File: config.mk
export PLATFORM = sky130hd
export DESIGN_NAME = pan_tilt_scan_track_controller
export DESIGN_NICKNAME = d
export VERILOG_FILES = /design/src/rtl/core/ptstc_pkg.sv /design/src/rtl/core/ptstc_front.sv /design/src/rtl/core/ptstc_queue.sv /design/src/rtl/core/ptstc_back.sv /design/src/rtl/core/pan_tilt_scan_track_controller.sv
export SDC_FILE = /design/constraint.sdc
export NUM_CORES = 1
export LEC_CHECK = 0
export BUFFER_PORTS_ARGS = -buffer_cell sky130_fd_sc_hd__buf_2
export CAP_MARGIN = 30
export CORE_MARGIN = 4
export CORE_UTILIZATION = 61
export CTS_CLUSTER_SIZE = 28
export DETAILED_ROUTE_END_ITERATION = 10
export GPL_ROUTABILITY_DRIVEN = 0
export GPL_TIMING_DRIVEN = 0
export PLACE_DENSITY = 0.79
export SLEW_MARGIN = 0
export SYNTH_ARGS = -nofsm -noshare
export SYNTH_HDL_FRONTEND = slang
export SYNTH_SLANG_ARGS = --single-unit
File: constraint.sdc
create_clock -name aclk -period 17.9 [get_ports aclk]
set_clock_uncertainty 0.2 [all_clocks]
set_input_delay 0.895 -clock aclk [delete_from_list [all_inputs] [get_ports aclk]]
set_output_delay 0.895 -clock aclk [all_outputs]
set_load 0.02 [all_outputs]
File: src/rtl/core/ptstc_pkg.sv
`timescale 1ns / 1ps

package ptstc_pkg;

    // image geometry
    localparam int IMAGE_WIDTH  = 320;
    localparam int IMAGE_HEIGHT = 240;
    localparam logic signed [10:0] X_HALF = 11'(IMAGE_WIDTH / 2);
    localparam logic signed [10:0] Y_HALF = 11'(IMAGE_HEIGHT / 2);

    // tracking, thresholds packed lowest first
    localparam logic [9:0] PAN_DEADBAND = 10'd15;
    localparam int PAN_THR_N  = 12;
    localparam int TILT_THR_N = 6;
    localparam logic [PAN_THR_N*10-1:0] PAN_THR = {
        10'd472, 10'd423, 10'd376, 10'd332, 10'd291, 10'd251,
        10'd213, 10'd176, 10'd139, 10'd104, 10'd69, 10'd35
    };
    localparam logic [TILT_THR_N*10-1:0] TILT_THR = {
        10'd472, 10'd376, 10'd291, 10'd213, 10'd139, 10'd69
    };

    // speeds and offsets
    localparam logic [8:0] SPEED_SCAN  = 9'd300;
    localparam logic [8:0] SPEED_TRACK = 9'd250;
    localparam logic [8:0] SPEED_HOME  = 9'd200;
    localparam logic [10:0] PAN_PACKET_OFFSET = 11'd65;
    localparam logic [9:0] POS_MAX = 10'd1023;

    // scan pattern
    localparam logic [2:0] STEP_FIRST = 3'd1;
    localparam logic [2:0] STEP_LAST  = 3'd7;

    // packet layout
    localparam int PKT_LEN = 18;
    localparam int IDX_W   = $clog2(PKT_LEN);
    localparam logic [7:0] PKT_HDR      = 8'hFF;
    localparam logic [7:0] PKT_BCAST_ID = 8'hFE;
    localparam logic [7:0] PKT_LENGTH   = 8'h0E;
    localparam logic [7:0] PKT_SYNC_WR  = 8'h83;
    localparam logic [7:0] PKT_ADDR     = 8'h1E;
    localparam logic [7:0] PKT_DATA_LEN = 8'h04;

    // descriptor queue
    localparam int QUEUE_DEPTH = 2;
    localparam int QUEUE_AW    = $clog2(QUEUE_DEPTH);

    typedef enum logic [2:0] {
        MODE_SCAN       = 3'd0,
        MODE_VIEW_LEFT  = 3'd1,
        MODE_VIEW_RIGHT = 3'd2,
        MODE_VIEW_DOWN  = 3'd3,
        MODE_KICK_VIEW  = 3'd4,
        MODE_HOME       = 3'd5
    } mode_t;

    typedef enum logic [2:0] {
        CFG_PAN_CENTER   = 3'd0,
        CFG_PAN_LEFT     = 3'd1,
        CFG_PAN_RIGHT    = 3'd2,
        CFG_TILT_TOP     = 3'd3,
        CFG_TILT_BOTTOM  = 3'd4,
        CFG_DWELL_MS     = 3'd5,
        CFG_TILT_ID      = 3'd6,
        CFG_PAN_ID       = 3'd7
    } cfg_idx_t;

    typedef struct packed {
        logic [9:0]  pan_center;
        logic [9:0]  pan_left_limit;
        logic [9:0]  pan_right_limit;
        logic [9:0]  tilt_top_limit;
        logic [9:0]  tilt_bottom_limit;
        logic [15:0] dwell_ms;
        logic [7:0]  tilt_servo_id;
        logic [7:0]  pan_servo_id;
    } cfg_t;

    // one packet to send
    typedef struct packed {
        logic [9:0]  tilt;
        logic [10:0] pan_cmd;
        logic [8:0]  speed;
        logic        capture;
    } desc_t;

    function automatic logic [9:0] sat10(input logic signed [11:0] v);
        logic [9:0] r;
        if (v < 12'sd0) begin
            r = '0;
        end else if (v > $signed({2'b00, POS_MAX})) begin
            r = POS_MAX;
        end else begin
            r = v[9:0];
        end
        return r;
    endfunction

    function automatic logic [3:0] pan_steps(input logic [9:0] mag);
        logic [3:0] c;
        c = '0;
        for (int i = 0; i < PAN_THR_N; i++) begin
            if (mag >= PAN_THR[i*10 +: 10]) begin
                c = c + 4'd1;
            end
        end
        return c;
    endfunction

    function automatic logic [3:0] tilt_steps(input logic [9:0] mag);
        logic [3:0] c;
        c = '0;
        for (int i = 0; i < TILT_THR_N; i++) begin
            if (mag >= TILT_THR[i*10 +: 10]) begin
                c = c + 4'd1;
            end
        end
        return c;
    endfunction

endpackage

File: src/rtl/core/ptstc_front.sv
`timescale 1ns / 1ps

module ptstc_front import ptstc_pkg::*; (
    input  logic        aclk,
    input  logic        aresetn,
    input  cfg_t        cfg,
    input  logic        s_valid,
    output logic        s_ready,
    input  logic [2:0]  s_mode,
    input  logic        s_ball_found,
    input  logic        s_capture_done,
    input  logic [8:0]  s_ball_x,
    input  logic [7:0]  s_ball_y,
    input  logic [31:0] s_time_ms,
    input  logic        q_full,
    output logic        q_push,
    output desc_t       q_data
);

    logic [9:0]  pan_reg, pan_next;
    logic [9:0]  tilt_reg, tilt_next;
    logic [2:0]  step_reg, step_next;
    logic [8:0]  speed_reg, speed_next;
    logic        rearm_reg, rearm_next;
    logic [31:0] start_reg, start_next;
    logic        cap_reg, cap_next;

    logic signed [11:0] center_s, left_s, right_s, top_s, bottom_s;
    logic signed [10:0] dx, dy;
    logic [9:0]  dx_mag, dy_mag;
    logic [3:0]  pan_cnt, tilt_cnt;
    logic signed [11:0] pan_corr, tilt_corr, pan_v, tilt_v;
    logic [31:0] elapsed;
    logic        step_ok;
    logic [9:0]  scan_pan, scan_tilt;
    logic        accept;

    assign s_ready = !q_full;
    assign accept  = s_valid && s_ready;

    assign center_s = $signed({2'b00, cfg.pan_center});
    assign left_s   = $signed({2'b00, cfg.pan_left_limit});
    assign right_s  = $signed({2'b00, cfg.pan_right_limit});
    assign top_s    = $signed({2'b00, cfg.tilt_top_limit});
    assign bottom_s = $signed({2'b00, cfg.tilt_bottom_limit});

    // ball offsets from image center
    assign dx     = $signed({2'b00, s_ball_x}) - X_HALF;
    assign dy     = Y_HALF - $signed({3'b000, s_ball_y});
    assign dx_mag = dx[10] ? 10'(-dx) : dx[9:0];
    assign dy_mag = dy[10] ? 10'(-dy) : dy[9:0];
    assign pan_cnt  = pan_steps(dx_mag);
    assign tilt_cnt = tilt_steps(dy_mag);
    assign pan_corr  = dx[10] ? -$signed({8'b0, pan_cnt})  : $signed({8'b0, pan_cnt});
    assign tilt_corr = dy[10] ? -$signed({8'b0, tilt_cnt}) : $signed({8'b0, tilt_cnt});

    assign elapsed = s_time_ms - start_reg;

    always_comb begin
        step_ok   = 1'b1;
        scan_pan  = pan_reg;
        scan_tilt = tilt_reg;
        case (step_reg)
            3'd1: begin scan_pan = cfg.pan_right_limit; scan_tilt = cfg.tilt_bottom_limit; end
            3'd2: begin scan_pan = cfg.pan_center;      scan_tilt = cfg.tilt_bottom_limit; end
            3'd3: begin scan_pan = cfg.pan_left_limit;  scan_tilt = cfg.tilt_bottom_limit; end
            3'd4: begin scan_pan = cfg.pan_left_limit;  scan_tilt = cfg.tilt_top_limit; end
            3'd5: begin scan_pan = cfg.pan_center;      scan_tilt = cfg.tilt_top_limit; end
            3'd6: begin scan_pan = cfg.pan_right_limit; scan_tilt = cfg.tilt_top_limit; end
            3'd7: begin
                scan_pan  = cfg.pan_center;
                scan_tilt = sat10(bottom_s - 12'sd50);
            end
            default: step_ok = 1'b0;
        endcase
    end

    always_comb begin
        pan_next   = pan_reg;
        tilt_next  = tilt_reg;
        step_next  = step_reg;
        speed_next = speed_reg;
        rearm_next = rearm_reg;
        start_next = start_reg;
        cap_next   = cap_reg;
        tilt_v     = '0;
        pan_v      = '0;
        case (mode_t'(s_mode))
            MODE_SCAN: begin
                if (s_ball_found) begin
                    cap_next   = 1'b1;
                    speed_next = SPEED_TRACK;
                    tilt_v = $signed({2'b00, tilt_reg}) - tilt_corr;
                    if (tilt_v < top_s) tilt_v = top_s;
                    if (tilt_v > bottom_s) tilt_v = bottom_s;
                    tilt_next = sat10(tilt_v);
                    if (dx_mag > PAN_DEADBAND) begin
                        pan_v = $signed({2'b00, pan_reg}) - pan_corr;
                        if (pan_v > right_s) pan_v = right_s;
                        else if (pan_v < left_s) pan_v = left_s;
                        pan_next = sat10(pan_v);
                    end
                end else begin
                    speed_next = SPEED_SCAN;
                    if (step_ok) begin
                        pan_next  = scan_pan;
                        tilt_next = scan_tilt;
                        if (rearm_reg) begin
                            start_next = s_time_ms;
                            rearm_next = 1'b0;
                        end else if (elapsed > {16'b0, cfg.dwell_ms}) begin
                            start_next = s_time_ms;
                            cap_next   = 1'b1;
                            if (s_capture_done) begin
                                step_next  = (step_reg >= STEP_LAST) ? STEP_FIRST
                                                                     : step_reg + 3'd1;
                                cap_next   = 1'b0;
                                rearm_next = 1'b1;
                            end
                        end
                    end
                end
            end
            MODE_VIEW_LEFT: begin
                pan_next  = sat10(center_s + 12'sd70);
                tilt_next = sat10(bottom_s - 12'sd10);
            end
            MODE_VIEW_RIGHT: begin
                pan_next  = sat10(center_s - 12'sd60);
                tilt_next = sat10(bottom_s - 12'sd10);
            end
            MODE_VIEW_DOWN: begin
                cap_next  = 1'b1;
                pan_next  = cfg.pan_center;
                tilt_next = cfg.tilt_top_limit;
            end
            MODE_KICK_VIEW: begin
                cap_next  = 1'b1;
                pan_next  = cfg.pan_center;
                tilt_next = sat10(top_s + 12'sd10);
            end
            MODE_HOME: begin
                pan_next   = cfg.pan_center;
                tilt_next  = sat10(top_s + 12'sd10);
                speed_next = SPEED_HOME;
                step_next  = STEP_FIRST;
                rearm_next = 1'b1;
                cap_next   = 1'b0;
            end
            default: ;
        endcase
    end

    assign q_push          = accept;
    assign q_data.tilt     = tilt_next;
    assign q_data.pan_cmd  = {1'b0, pan_next} + PAN_PACKET_OFFSET;
    assign q_data.speed    = speed_next;
    assign q_data.capture  = cap_next;

    always_ff @(posedge aclk) begin
        if (!aresetn) begin
            pan_reg   <= '0;
            tilt_reg  <= '0;
            step_reg  <= STEP_FIRST;
            speed_reg <= SPEED_HOME;
            rearm_reg <= 1'b1;
            start_reg <= '0;
            cap_reg   <= 1'b0;
        end else if (accept) begin
            pan_reg   <= pan_next;
            tilt_reg  <= tilt_next;
            step_reg  <= step_next;
            speed_reg <= speed_next;
            rearm_reg <= rearm_next;
            start_reg <= start_next;
            cap_reg   <= cap_next;
        end
    end

endmodule

File: src/rtl/core/ptstc_queue.sv
`timescale 1ns / 1ps

module ptstc_queue import ptstc_pkg::*; (
    input  logic  aclk,
    input  logic  aresetn,
    input  logic  push,
    input  desc_t push_data,
    output logic  full,
    input  logic  pop,
    output desc_t pop_data,
    output logic  not_empty
);

    desc_t mem [QUEUE_DEPTH];
    logic [QUEUE_AW-1:0] wr_ptr_reg, rd_ptr_reg;
    logic [QUEUE_AW:0]   count_reg, count_next;
    logic do_push, do_pop;

    assign full      = (count_reg == (QUEUE_AW+1)'(QUEUE_DEPTH));
    assign not_empty = (count_reg != '0);
    assign do_push   = push && !full;
    assign do_pop    = pop && not_empty;
    assign pop_data  = mem[rd_ptr_reg];

    always_comb begin
        count_next = count_reg;
        if (do_push && !do_pop) count_next = count_reg + 1'b1;
        if (do_pop && !do_push) count_next = count_reg - 1'b1;
    end

    function automatic logic [QUEUE_AW-1:0] ptr_inc(input logic [QUEUE_AW-1:0] p);
        logic [QUEUE_AW-1:0] r;
        if (p == (QUEUE_AW)'(QUEUE_DEPTH - 1)) r = '0;
        else r = p + 1'b1;
        return r;
    endfunction

    always_ff @(posedge aclk) begin
        if (do_push) mem[wr_ptr_reg] <= push_data;
    end

    always_ff @(posedge aclk) begin
        if (!aresetn) begin
            wr_ptr_reg <= '0;
            rd_ptr_reg <= '0;
            count_reg  <= '0;
        end else begin
            if (do_push) wr_ptr_reg <= ptr_inc(wr_ptr_reg);
            if (do_pop)  rd_ptr_reg <= ptr_inc(rd_ptr_reg);
            count_reg <= count_next;
        end
    end

endmodule

File: src/rtl/core/ptstc_back.sv
`timescale 1ns / 1ps

module ptstc_back import ptstc_pkg::*; (
    input  logic       aclk,
    input  logic       aresetn,
    input  cfg_t       cfg,
    input  logic       q_not_empty,
    input  desc_t      q_data,
    output logic       q_pop,
    output logic       m_valid,
    input  logic       m_ready,
    output logic [7:0] m_packet_byte,
    output logic       m_last_byte,
    output logic       m_capture_request
);

    desc_t            cur_reg;
    logic             active_reg, active_next;
    logic [IDX_W-1:0] idx_reg, idx_next;
    logic [7:0]       sum_reg, sum_next;
    logic             out_valid_reg, out_valid_next;
    logic [7:0]       out_byte_reg;
    logic             out_last_reg, out_cap_reg;
    logic             load, emit, last_idx;
    logic [7:0]       byte_sel;

    assign load     = !out_valid_reg || m_ready;
    assign emit     = active_reg && load;
    assign last_idx = (idx_reg == IDX_W'(PKT_LEN - 1));
    assign q_pop    = q_not_empty && (!active_reg || (emit && last_idx));

    always_comb begin
        case (idx_reg)
            5'd0, 5'd1: byte_sel = PKT_HDR;
            5'd2:       byte_sel = PKT_BCAST_ID;
            5'd3:       byte_sel = PKT_LENGTH;
            5'd4:       byte_sel = PKT_SYNC_WR;
            5'd5:       byte_sel = PKT_ADDR;
            5'd6:       byte_sel = PKT_DATA_LEN;
            5'd7:       byte_sel = cfg.tilt_servo_id;
            5'd8:       byte_sel = cur_reg.tilt[7:0];
            5'd9:       byte_sel = {6'b0, cur_reg.tilt[9:8]};
            5'd10:      byte_sel = cur_reg.speed[7:0];
            5'd11:      byte_sel = {7'b0, cur_reg.speed[8]};
            5'd12:      byte_sel = cfg.pan_servo_id;
            5'd13:      byte_sel = cur_reg.pan_cmd[7:0];
            5'd14:      byte_sel = {5'b0, cur_reg.pan_cmd[10:8]};
            5'd15:      byte_sel = cur_reg.speed[7:0];
            5'd16:      byte_sel = {7'b0, cur_reg.speed[8]};
            default:    byte_sel = ~sum_reg;
        endcase
    end

    always_comb begin
        active_next    = active_reg;
        idx_next       = idx_reg;
        sum_next       = sum_reg;
        out_valid_next = out_valid_reg && !m_ready;
        if (emit) begin
            out_valid_next = 1'b1;
            // checksum covers the bytes after the two header bytes, up to the checksum byte
            if (idx_reg < 5'd2) sum_next = '0;
            else if (!last_idx) sum_next = sum_reg + byte_sel;
            if (last_idx) begin
                idx_next    = '0;
                active_next = 1'b0;
            end else begin
                idx_next = idx_reg + 1'b1;
            end
        end
        if (q_pop) begin
            active_next = 1'b1;
            idx_next    = '0;
        end
    end

    always_ff @(posedge aclk) begin
        if (q_pop) cur_reg <= q_data;
        if (emit) begin
            out_byte_reg <= byte_sel;
            out_last_reg <= last_idx;
            out_cap_reg  <= cur_reg.capture;
        end
        sum_reg <= sum_next;
    end

    always_ff @(posedge aclk) begin
        if (!aresetn) begin
            active_reg    <= 1'b0;
            idx_reg       <= '0;
            out_valid_reg <= 1'b0;
        end else begin
            active_reg    <= active_next;
            idx_reg       <= idx_next;
            out_valid_reg <= out_valid_next;
        end
    end

    assign m_valid           = out_valid_reg;
    assign m_packet_byte     = out_byte_reg;
    assign m_last_byte       = out_last_reg;
    assign m_capture_request = out_cap_reg;

endmodule

File: src/rtl/core/pan_tilt_scan_track_controller.sv
`timescale 1ns / 1ps

// Pan/tilt head controller: every accepted request is one control call (scan or track,
// a fixed view, or home) and produces one 18-byte servo sync-write packet, sent one
// byte per cycle on the m_ channel while m_ready is high, with m_last_byte on the
// checksum byte. The front end updates the head state and takes a request every cycle
// while the two-entry packet queue has room; the serializer finishes each packet before
// it takes the next and so sets the sustained rate. Configuration writes are taken at
// any time on the cfg channel but must only be issued while no packet is pending.

module pan_tilt_scan_track_controller import ptstc_pkg::*; (
    input  logic        aclk,
    input  logic        aresetn,
    // configuration writes
    input  logic        cfg_valid,
    output logic        cfg_ready,
    input  logic [2:0]  cfg_index,
    input  logic [15:0] cfg_data,
    // control call requests
    input  logic        s_valid,
    output logic        s_ready,
    input  logic [2:0]  s_mode,
    input  logic        s_ball_found,
    input  logic        s_capture_done,
    input  logic [8:0]  s_ball_x,
    input  logic [7:0]  s_ball_y,
    input  logic [31:0] s_time_ms,
    // packet bytes
    output logic        m_valid,
    input  logic        m_ready,
    output logic [7:0]  m_packet_byte,
    output logic        m_last_byte,
    output logic        m_capture_request
);

    cfg_t  cfg_reg;
    logic  q_push, q_full, q_pop, q_not_empty;
    desc_t q_in, q_out;

    // configuration registers, always ready
    assign cfg_ready = 1'b1;

    always_ff @(posedge aclk) begin
        if (!aresetn) begin
            cfg_reg.pan_center        <= 10'd512;
            cfg_reg.pan_left_limit    <= 10'd200;
            cfg_reg.pan_right_limit   <= 10'd824;
            cfg_reg.tilt_top_limit    <= 10'd300;
            cfg_reg.tilt_bottom_limit <= 10'd700;
            cfg_reg.dwell_ms          <= 16'd500;
            cfg_reg.tilt_servo_id     <= 8'd1;
            cfg_reg.pan_servo_id      <= 8'd2;
        end else if (cfg_valid && cfg_ready) begin
            case (cfg_idx_t'(cfg_index))
                CFG_PAN_CENTER:  cfg_reg.pan_center        <= cfg_data[9:0];
                CFG_PAN_LEFT:    cfg_reg.pan_left_limit    <= cfg_data[9:0];
                CFG_PAN_RIGHT:   cfg_reg.pan_right_limit   <= cfg_data[9:0];
                CFG_TILT_TOP:    cfg_reg.tilt_top_limit    <= cfg_data[9:0];
                CFG_TILT_BOTTOM: cfg_reg.tilt_bottom_limit <= cfg_data[9:0];
                CFG_DWELL_MS:    cfg_reg.dwell_ms          <= cfg_data;
                CFG_TILT_ID:     cfg_reg.tilt_servo_id     <= cfg_data[7:0];
                CFG_PAN_ID:      cfg_reg.pan_servo_id      <= cfg_data[7:0];
                default: ;
            endcase
        end
    end

    // front end: head state, scan sequencing and tracking corrections
    ptstc_front u_front (
        .aclk           (aclk),
        .aresetn        (aresetn),
        .cfg            (cfg_reg),
        .s_valid        (s_valid),
        .s_ready        (s_ready),
        .s_mode         (s_mode),
        .s_ball_found   (s_ball_found),
        .s_capture_done (s_capture_done),
        .s_ball_x       (s_ball_x),
        .s_ball_y       (s_ball_y),
        .s_time_ms      (s_time_ms),
        .q_full         (q_full),
        .q_push         (q_push),
        .q_data         (q_in)
    );

    // packet descriptors waiting to be serialized
    ptstc_queue u_queue (
        .aclk      (aclk),
        .aresetn   (aresetn),
        .push      (q_push),
        .push_data (q_in),
        .full      (q_full),
        .pop       (q_pop),
        .pop_data  (q_out),
        .not_empty (q_not_empty)
    );

    // back end: byte serializer with running checksum and output register
    ptstc_back u_back (
        .aclk              (aclk),
        .aresetn           (aresetn),
        .cfg               (cfg_reg),
        .q_not_empty       (q_not_empty),
        .q_data            (q_out),
        .q_pop             (q_pop),
        .m_valid           (m_valid),
        .m_ready           (m_ready),
        .m_packet_byte     (m_packet_byte),
        .m_last_byte       (m_last_byte),
        .m_capture_request (m_capture_request)
    );

endmodule

## After elaboration in Yosys (flattened, before gate mapping)

Memories as Yosys holds them, arrays and structs flattened. A register that Yosys moved wholly into a read port is not among the register bits.
Cells that the tools add are included.

| operators by class | value |
|---|---|
| order comparisons | 40 |
| add/subtract/negate cells | 38 |
| reductions and logical operators | 53 |
| equality and inequality tests | 43 |
| mux-type cells | 93 |
| bitwise operators | 3 |

Operators with widths:

| operator | number |
|---|---|
| 2-to-1 mux 10 bit | 21 |
| 2-to-1 mux 12 bit | 13 |
| one-hot mux 8 bit (14 select lines) | 1 |
| > comparator 12 x 11 -> 1 bit (second input constant) | 7 |
| less-than comparator 12 x 1 -> 1 bit (second input constant) | 7 |
| >= comparator 10 x 9 -> 1 bit (second input constant) | 8 |
| one-hot mux 10 bit (4 select lines) | 2 |
| 2-to-1 mux 32 bit | 2 |
| 2-to-1 mux 4 bit | 16 |
| >= comparator 10 x 8 -> 1 bit (second input constant) | 6 |
| one-hot mux 10 bit (3 select lines) | 2 |
| adder 4 x 1 -> 4 bit (second input constant) | 14 |
| equality test 5 x 4 -> 1 bit (second input constant) | 8 |
| > comparator 32 x 16 -> 1 bit | 1 |
| subtractor 32 bit | 1 |
| equality test 3 bit (second input constant) | 10 |
| >= comparator 10 x 7 -> 1 bit (second input constant) | 3 |
| > comparator 12 x 11 -> 1 bit | 2 |
| less-than comparator 12 x 11 -> 1 bit | 2 |
| negator 4 -> 12 bit | 2 |
| subtractor 11 x 12 -> 12 bit | 2 |
| adder 10 x 7 -> 11 bit (second input constant) | 2 |
| subtractor 10 x 6 -> 11 bit (second input constant) | 2 |
| 2-to-1 mux 1 bit | 21 |
| other kinds (50) | 115 |

| storage, ports and cells | value |
|---|---|
| memories kept | 1 |
| register bits | 177 |
| logic and storage cells | 296 |
| RAM bits | 62 |

Memory list:

| name | words | width | read ports | clocked after Yosys merged registers in | wr ports | line | source |
|---|---|---|---|---|---|---|---|
| u_queue.mem | 2 | 31 | 1 | 1 | 1 | ptstc_queue.sv:14 | `desc_t mem [QUEUE_DEPTH];` |

## Logic depth before layout (Yosys ltp)

Gate-level depths: netlist (run 1).

| depth | value |
|---|---|
| depth in word-level cells | 43 |
| mapped depth | 77 |

## Cells and area by module

Synthesis (run 1) repeated with hierarchy kept, for this count alone.

| unflattened totals | value |
|---|---|
| cells, all modules | 2422 |
| area total of the unflattened synthesis | 20988.9 um^2 |

By module, submodules not included:

| module | cells each | area each (um^2) | times used |
|---|---|---|---|
| ptstc_front | 1750 | 12448.2 | 1 |
| pan_tilt_scan_track_controller | 307 | 3178.0 | 1 |
| ptstc_back | 243 | 2897.8 | 1 |
| ptstc_queue | 122 | 2464.9 | 1 |

## Least setup slack after synthesis (run 1)

No wires, ideal clock.

| timing path | value |
|---|---|
| path type | input to register |
| start point | in s_ball_x[5] |
| end point | mem u_queue.mem[0][18] (netlist name), data pin |
| data arrival time | 14.273 ns |
| slack | 3.157 ns |
| buffers on the path | 4 |
| cell stages on the path | 71 |
| required time | 17.430 ns |
| library setup time | 0.270 ns |
| cells stage by stage | buf_2 inv_1 ha_1 buf_4 nor2b_1 buf_2 o21ai_0 a2111oi_0 o21ai_0 and4b_1 o21ai_0 inv_1 ha_1 xnor2_1 ha_1 a211o_1 nand2_1 nor2_1 [35 not listed] a21oi_1 nand3_1 a21oi_1 a31oi_1 a211oi_1 ha_1 clkbuf_1 nor2_1 a21oi_1 o21ai_0 a21oi_1 a211oi_4 ha_1 inv_1 a211oi_1 nand4_2 a21boi_1 xor2_1 |

RTL lines:

| element | line | source |
|---|---|---|
| from (decl) | pan_tilt_scan_track_controller.sv:25 | `input logic [8:0] s_ball_x,` |
| to (decl) | ptstc_queue.sv:14 |  |

==> out/results.ini, run 1 <==
[setup_path]
path_class = input port to flip-flop
crit_slowest_cell = a2111oi_1
startpoint_type = input port
crit_path_max_fanout = 10
cp.arrival_ns = 16.65
reg2reg_slack_ns = 10.11
critPathTopFamily = compound AO/OA/AOI/OAI gates
crit_path_end_kind = flip-flop
max_stage_delay_ns = 0.87
cp_num_cells = 70
r2r-start = u_front.tilt_reg[1]
path_common_cell = ha_1
rr_endpoint = u_queue.mem[1][22]
cp.required_ns = 17.99
rr_worst_depth = 36
crit_buf_inv = 9

[route]
routed_wl_mm = 58.87
drt_iter0_markers = 2233
drc = 7
ant_nets = 0
wire_per_inst_um = 19.80
via_count = 19054
dr.pass1.iters = 11
via_per_inst = 6.407

[die]
core_um2 = 31880
dieArea_um2 = 35690
rows = 65
die_y_um = 188.9
boundaryPins = 91
initial_core_util_pct = 62.63
die_x_um = 188.9

[grt]
antenna_found_initial = 5
grt_busiest_layer = met2
grt-ovfl-total = 0
use_met2_pct = 52.20
first_global_vias = 17979
track_usage_pct = 31.35
grtUsageMet3_pct = 5.236
grt_pass1_wl_mm = 92.42
use_met1_pct = 40.76
grt_start_max_net_pins = 32

[logic_synthesis]
yosys_warnings = 0
async_reset_ff_share_pct = 0
seq_area_frac_synth_pct = 32.64
netlist.area_leader.share_pct = 16.69
synth.ff_latch_count = 270
syn_inst = 2403
synth_edf_count = 111
synth_cell_type_count = 107
synth.area.top_cells = edfxtp_1 17%, dfxtp_1 16%, ha_1 9.9%
syn-cell-area_um2 = 19970
synth.avg_cell_area_um2 = 8.309
yosysTopAreaCell = edfxtp_1
ys.flop_type = dfxtp_1

[hold_path]
holdCritStartpoint = u_back.cur_reg[0]
whs_endpoint = u_back.m_capture_request
hp-class = flip-flop to flip-flop
whs_path_depth = 0

[clocking]
clk_path_buf_depth = 3
cts.reportedPaths.clkPinSlew_ns = 0.06
clock-root-buffer = clkbuf_16
cts_tree = done
h-tree-depth = 1
clock_sinks = 270
cts_buffers = 29
clock_latency_ns = 0.57

[sta]
timing.final.ws_setup_ns = 1.338
fin_setup_tns_ns = 0
holdWs_ns = 0.2365
fmax_mhz = 60.38
drv_slew = 0
rsz0062_at_grt = false
period_minus_slack_ns = 16.56
setup_viol = 0
worst_slew_pin_slew_ns = 1.074
relSlewSlack_pct = 27.87
period_share_pct = 92.52
hold_violations = 0

[layout]
largest_reg_flops = 82
final_cell_mix = 311 x nand2_1, 202 x nor2_1, 199 x a21oi_1
area_delta_synth_final_pct = 9.820
finalNetCount = 2752
final_cells = 2974
fillers = 2642
final_common_cell = nand2_1
final_util_pct = 68.78
finalInstanceArea_um2 = 21930
drive_gt1_share_pct = 9.270

[placement]
pre_cts_slack_ns = 0.8574
dp.final_hpwl_mm = 43.93
io_buffer_count = 71
place_area_um2 = 20930
dp_cells = 2914

[power]
powerDensity_nw_per_um2 = 124.0
power_mw = 2.719
power_leakage_nw = 8.570
ir_worst_vdd_v = 0.00008022

[run]
maxCapViolations = 0

[status]
status = finished with violations
violations = design-rule violations

per-layer routing:
metal / vias up / share of wire [%]
li1: 8885 / -
met1: 8894 / 39
met2: 1046 / 46
met3: 225 / 10
met4: 4 / 4.6
met5: - / 0.093
how the worst max path moves through the flow:
stage                startpoint            endpoint
global route        s_ball_x[5]  u_queue.mem[0][18]
global placement    s_ball_x[5]  u_queue.mem[0][18]
detailed placement  s_ball_x[5]  u_queue.mem[0][18]
floorplan           s_ball_x[5]  u_queue.mem[0][18]
finish              s_ball_x[5]  u_queue.mem[1][19]
CTS                 s_ball_x[5]  u_queue.mem[0][18]
Yosys cell counts (12+ instances only):
cell,n
edfxtp_1,111
inv_1,160
a21o_1,43
nand2b_1,43
xnor2_1,49
a22o_1,12
a222oi_1,17
nand2_1,311
clkbuf_1,94
o31ai_1,14
dfxtp_1,159
nor2_1,203
o22ai_1,14
mux2i_1,55
a211oi_1,14
o211ai_1,49
and3_1,20
nor2b_1,36
nor3_1,46
nand4_1,23
nand3_1,61
a31oi_1,18
ha_1,158
xor2_1,35
o21a_1,27
a21oi_1,199
o21ai_0,114
o21bai_1,14
mux2_2,46
or3_1,20
a221oi_1,15
and2_1,14
repair_timing:
action                                  4_1_cts  5_1_grt
buffers inserted                              0        0
endpoints found under the setup margin        0        2
hold buffers                                  0        0
hold endpoints to repair                      0        0
gates resized for setup                       0        1
area by class of cell:
type | instances | area (µm²) | area share (%)
buffer | 121 | 490.5 | 2.237
multi-input combinational | 1851 | 12370 | 56.42
clock buffer | 38 | 810.8 | 3.698
antenna | 4 | 10.01 | 0.04565
clock inverter | 16 | 165.2 | 0.7533
tap | 435 | 544.3 | 2.482
sequential | 270 | 6516 | 29.72
inverter | 162 | 608.1 | 2.773
timing repair buffer | 77 | 410.4 | 1.872
cells by family (layout without fill, tap and decap cells):
kind of cell	count (synthesis)	count (layout)	synth area share (%)
muxes	106	106	5.697
DFF	270	270	32.64
other	1	6	0.01878
adders and majority gates	162	162	10.30
xor gates and xnor gates	91	91	4.399
and+or+nand+nor	830	830	19.35
AOI/OAI and AO/OA	660	660	22.09
buffers and inverters	283	414	5.502
power breakdown:
group	total (mW)	internal, mW	switching, mW
registers	0.827	0.769	0.0586
clock network	0.607	0.341	0.265
logic	1.28	0.527	0.758
Power figures use the tool's default switching activity.
==> run 2, diff against run 1 <==
- CORE_UTILIZATION: 61 -> 57
- PLACE_DENSITY: 0.79 -> 0.78
- clock period: 17.9 -> 13.8 ns (I/O delays scaled with it)
==> out/results.ini, run 2 (same netlist as run 1, synthesis figures left out) <==
[setup_path]
crit_slowest_cell = or4_4
r2r-start = u_front.tilt_reg[1]
crit_start = s_ball_x[5]
cp.required_ns = 13.91  ; -4.08 ns
startpoint_type = input port
crit_path_max_fanout = 10  ; unchanged
max_stage_delay_ns = 0.47  ; -0.40 ns
crit_path_end_kind = flip-flop
cp.arrival_ns = 13.55  ; -3.10 ns
path_class = input port to flip-flop

[grt]
grt_pass1_wl_mm = 92.98  ; +0.60%
antenna_found_initial = 3  ; -2
first_global_vias = 18056  ; +0.43%
track_usage_pct = 29.36  ; -2.0 points
grt-ovfl-total = 0  ; unchanged
grt_start_max_net_pins = 32  ; unchanged

[layout]
largest_reg_flops = 82  ; unchanged
area_delta_synth_final_pct = 14.10
final_cells = 3028  ; +1.8%
seqCellArea_um2 = 6516  ; unchanged
fillers = 2850  ; +7.9%
final_cell_mix = 310 x nand2_1, 196 x nor2_1, 195 x a21oi_1
finalNetCount = 2788  ; +1.3%
multi_input_area_um2 = 12780  ; +3.3%
drive_gt1_share_pct = 12.75  ; +3.5 points
final_common_cell = nand2_1

[clocking]
cts_hold_buf = 0  ; unchanged
cts_tree = done
clock_sinks = 270  ; unchanged
cts_buffers = 30  ; +3.4%
cts.reportedPaths.clkPinSlew_ns = 0.06  ; about the same
clk_path_buf_depth = 3  ; unchanged
h-tree-depth = 1  ; unchanged
clock_latency_ns = 0.58  ; about the same
clock-root-buffer = clkbuf_16

[route]
via_per_inst = 6.308  ; -1.5%
drc = 0  ; -7
routed_wl_mm = 59.58  ; +1.2%
wire_per_inst_um = 19.68  ; -0.60%
dr.pass1.iters = 8  ; -3
ant_nets = 0  ; unchanged
via_count = 19102  ; +0.25%
drt_iter0_markers = 2167  ; -3.0%

[placement]
dp_cells = 2938  ; +0.82%
io_buffer_count = 71  ; unchanged
dp.final_hpwl_mm = 44.22  ; +0.65%

[hold_path]
hp-class = input port to flip-flop
holdCritStartpoint = cfg_data[13]

[power]
power_leakage_nw = 8.878  ; +3.6%
ir_worst_vdd_v = 0.0001365  ; +70%
power_mw = 3.828  ; +41%
powerDensity_nw_per_um2 = 168.0  ; +35%

[sta]
relSlewSlack_pct = 25.36  ; -2.5 points
period_share_pct = 97.36
drv_slew = 0  ; unchanged
hold_violations = 0  ; unchanged
fin_setup_tns_ns = 0  ; unchanged
setup_viol = 0  ; unchanged
worst_slew_pin_slew_ns = 1.102  ; +0.02851 ns
period_minus_slack_ns = 13.44
fmax_mhz = 74.43

[die]
boundaryPins = 91  ; unchanged
initial_core_util_pct = 57.80  ; -4.8 points
die_x_um = 195.2  ; +3.3%
die_y_um = 195.2  ; +3.3%
dieArea_um2 = 38090  ; +6.7%
rows = 68  ; +4.6%
core_um2 = 34540  ; +8.4%

[run]
maxCapViolations = 0  ; unchanged

[status]
status = complete, no violations

-- run 2: cell types whose count changed in the layout (fill, tap and decap cells not counted), moves of 5 or more --
cell,before,now
o21ai_1,4,11
xor2_1,35,29
nor2_2,0,5
ha_4,0,6
o21ai_0,114,103
ha_1,158,149
buf_4,3,35
inv_1,160,155
nor2_1,202,196
xor2_2,1,6
bufinv_16,1,6
-- run 2: where the power goes --
group          leakage, nW  internal (mW)  switching, mW
Combinational         6.06          0.837           1.06
Sequential            2.32          0.996         0.0722
Clock                0.502          0.516          0.342
Total                 8.88           2.35           1.48
-- run 2: final timing paths --
kind,to,slack [ns],cells past startpoint
setup reg to reg,u_queue.mem[1][22],5.74,36
hold / removal,cfg_reg[29],0.16,3
hold reg to reg,u_back.m_capture_request,0.25,0
setup / recovery,u_queue.mem[0][18],0.36,73
-- run 2: layer usage --
metal / part of all wire [%] / global-route usage [%] / wire (µm) / vias to the layer above
met5: 0.039 / 0 / 23 / -
met1: 40 / 39.14 / 23670 / 8929
met3: 10 / 5.556 / 6232 / 244
met4: 4.7 / 11.07 / 2806 / 6
met2: 45 / 47.69 / 26850 / 980
li1: - / - / - / 8943
-- run 2: area by class of cell --
class	instances	area share, %
Clock buffer	37	3.411
Buffer	120	2.296
Inverter	162	2.680
Antenna cell	1	0.01098
Sequential cell	270	28.60
Tap cell	455	2.499
Clock inverter	19	1.247
Timing Repair Buffer	113	3.131
Multi-Input combinational cell	1851	56.12
-- run 2: worst max-delay path: cells and delay by family --
kind            cells  cell delay [ns]
compound gates     25             4.62
buf+inv            10             1.00
fa+ha+maj          15             3.70
xor+xnor            1             0.11
mux                 3             0.82
simple gates       19             2.61
-- run 2: repair_timing --
action,4_1_cts,5_1_grt
resized for setup,48,48
cloned,0,2
pin swaps,11,29
buffers inserted,12,20
setup endpoints to repair,32,32
-- run 2: metrics by stage --
step | utilization, % | setup WS [ns] | cell area (µm²) | hold slack [ns]
finish | 65.95 | 0.3645 | 22780 | 0.1621
floorplan | - | 0.01471 | 20050 | 0.2003
global placement | 60.71 | -1.360 | 20970 | 0.2099
global route | 65.94 | -0.1495 | 22780 | 0.1575
detailed placement | 60.99 | -1.914 | 21070 | 0.2235
CTS | 64.91 | 0.01518 | 22420 | 0.1535
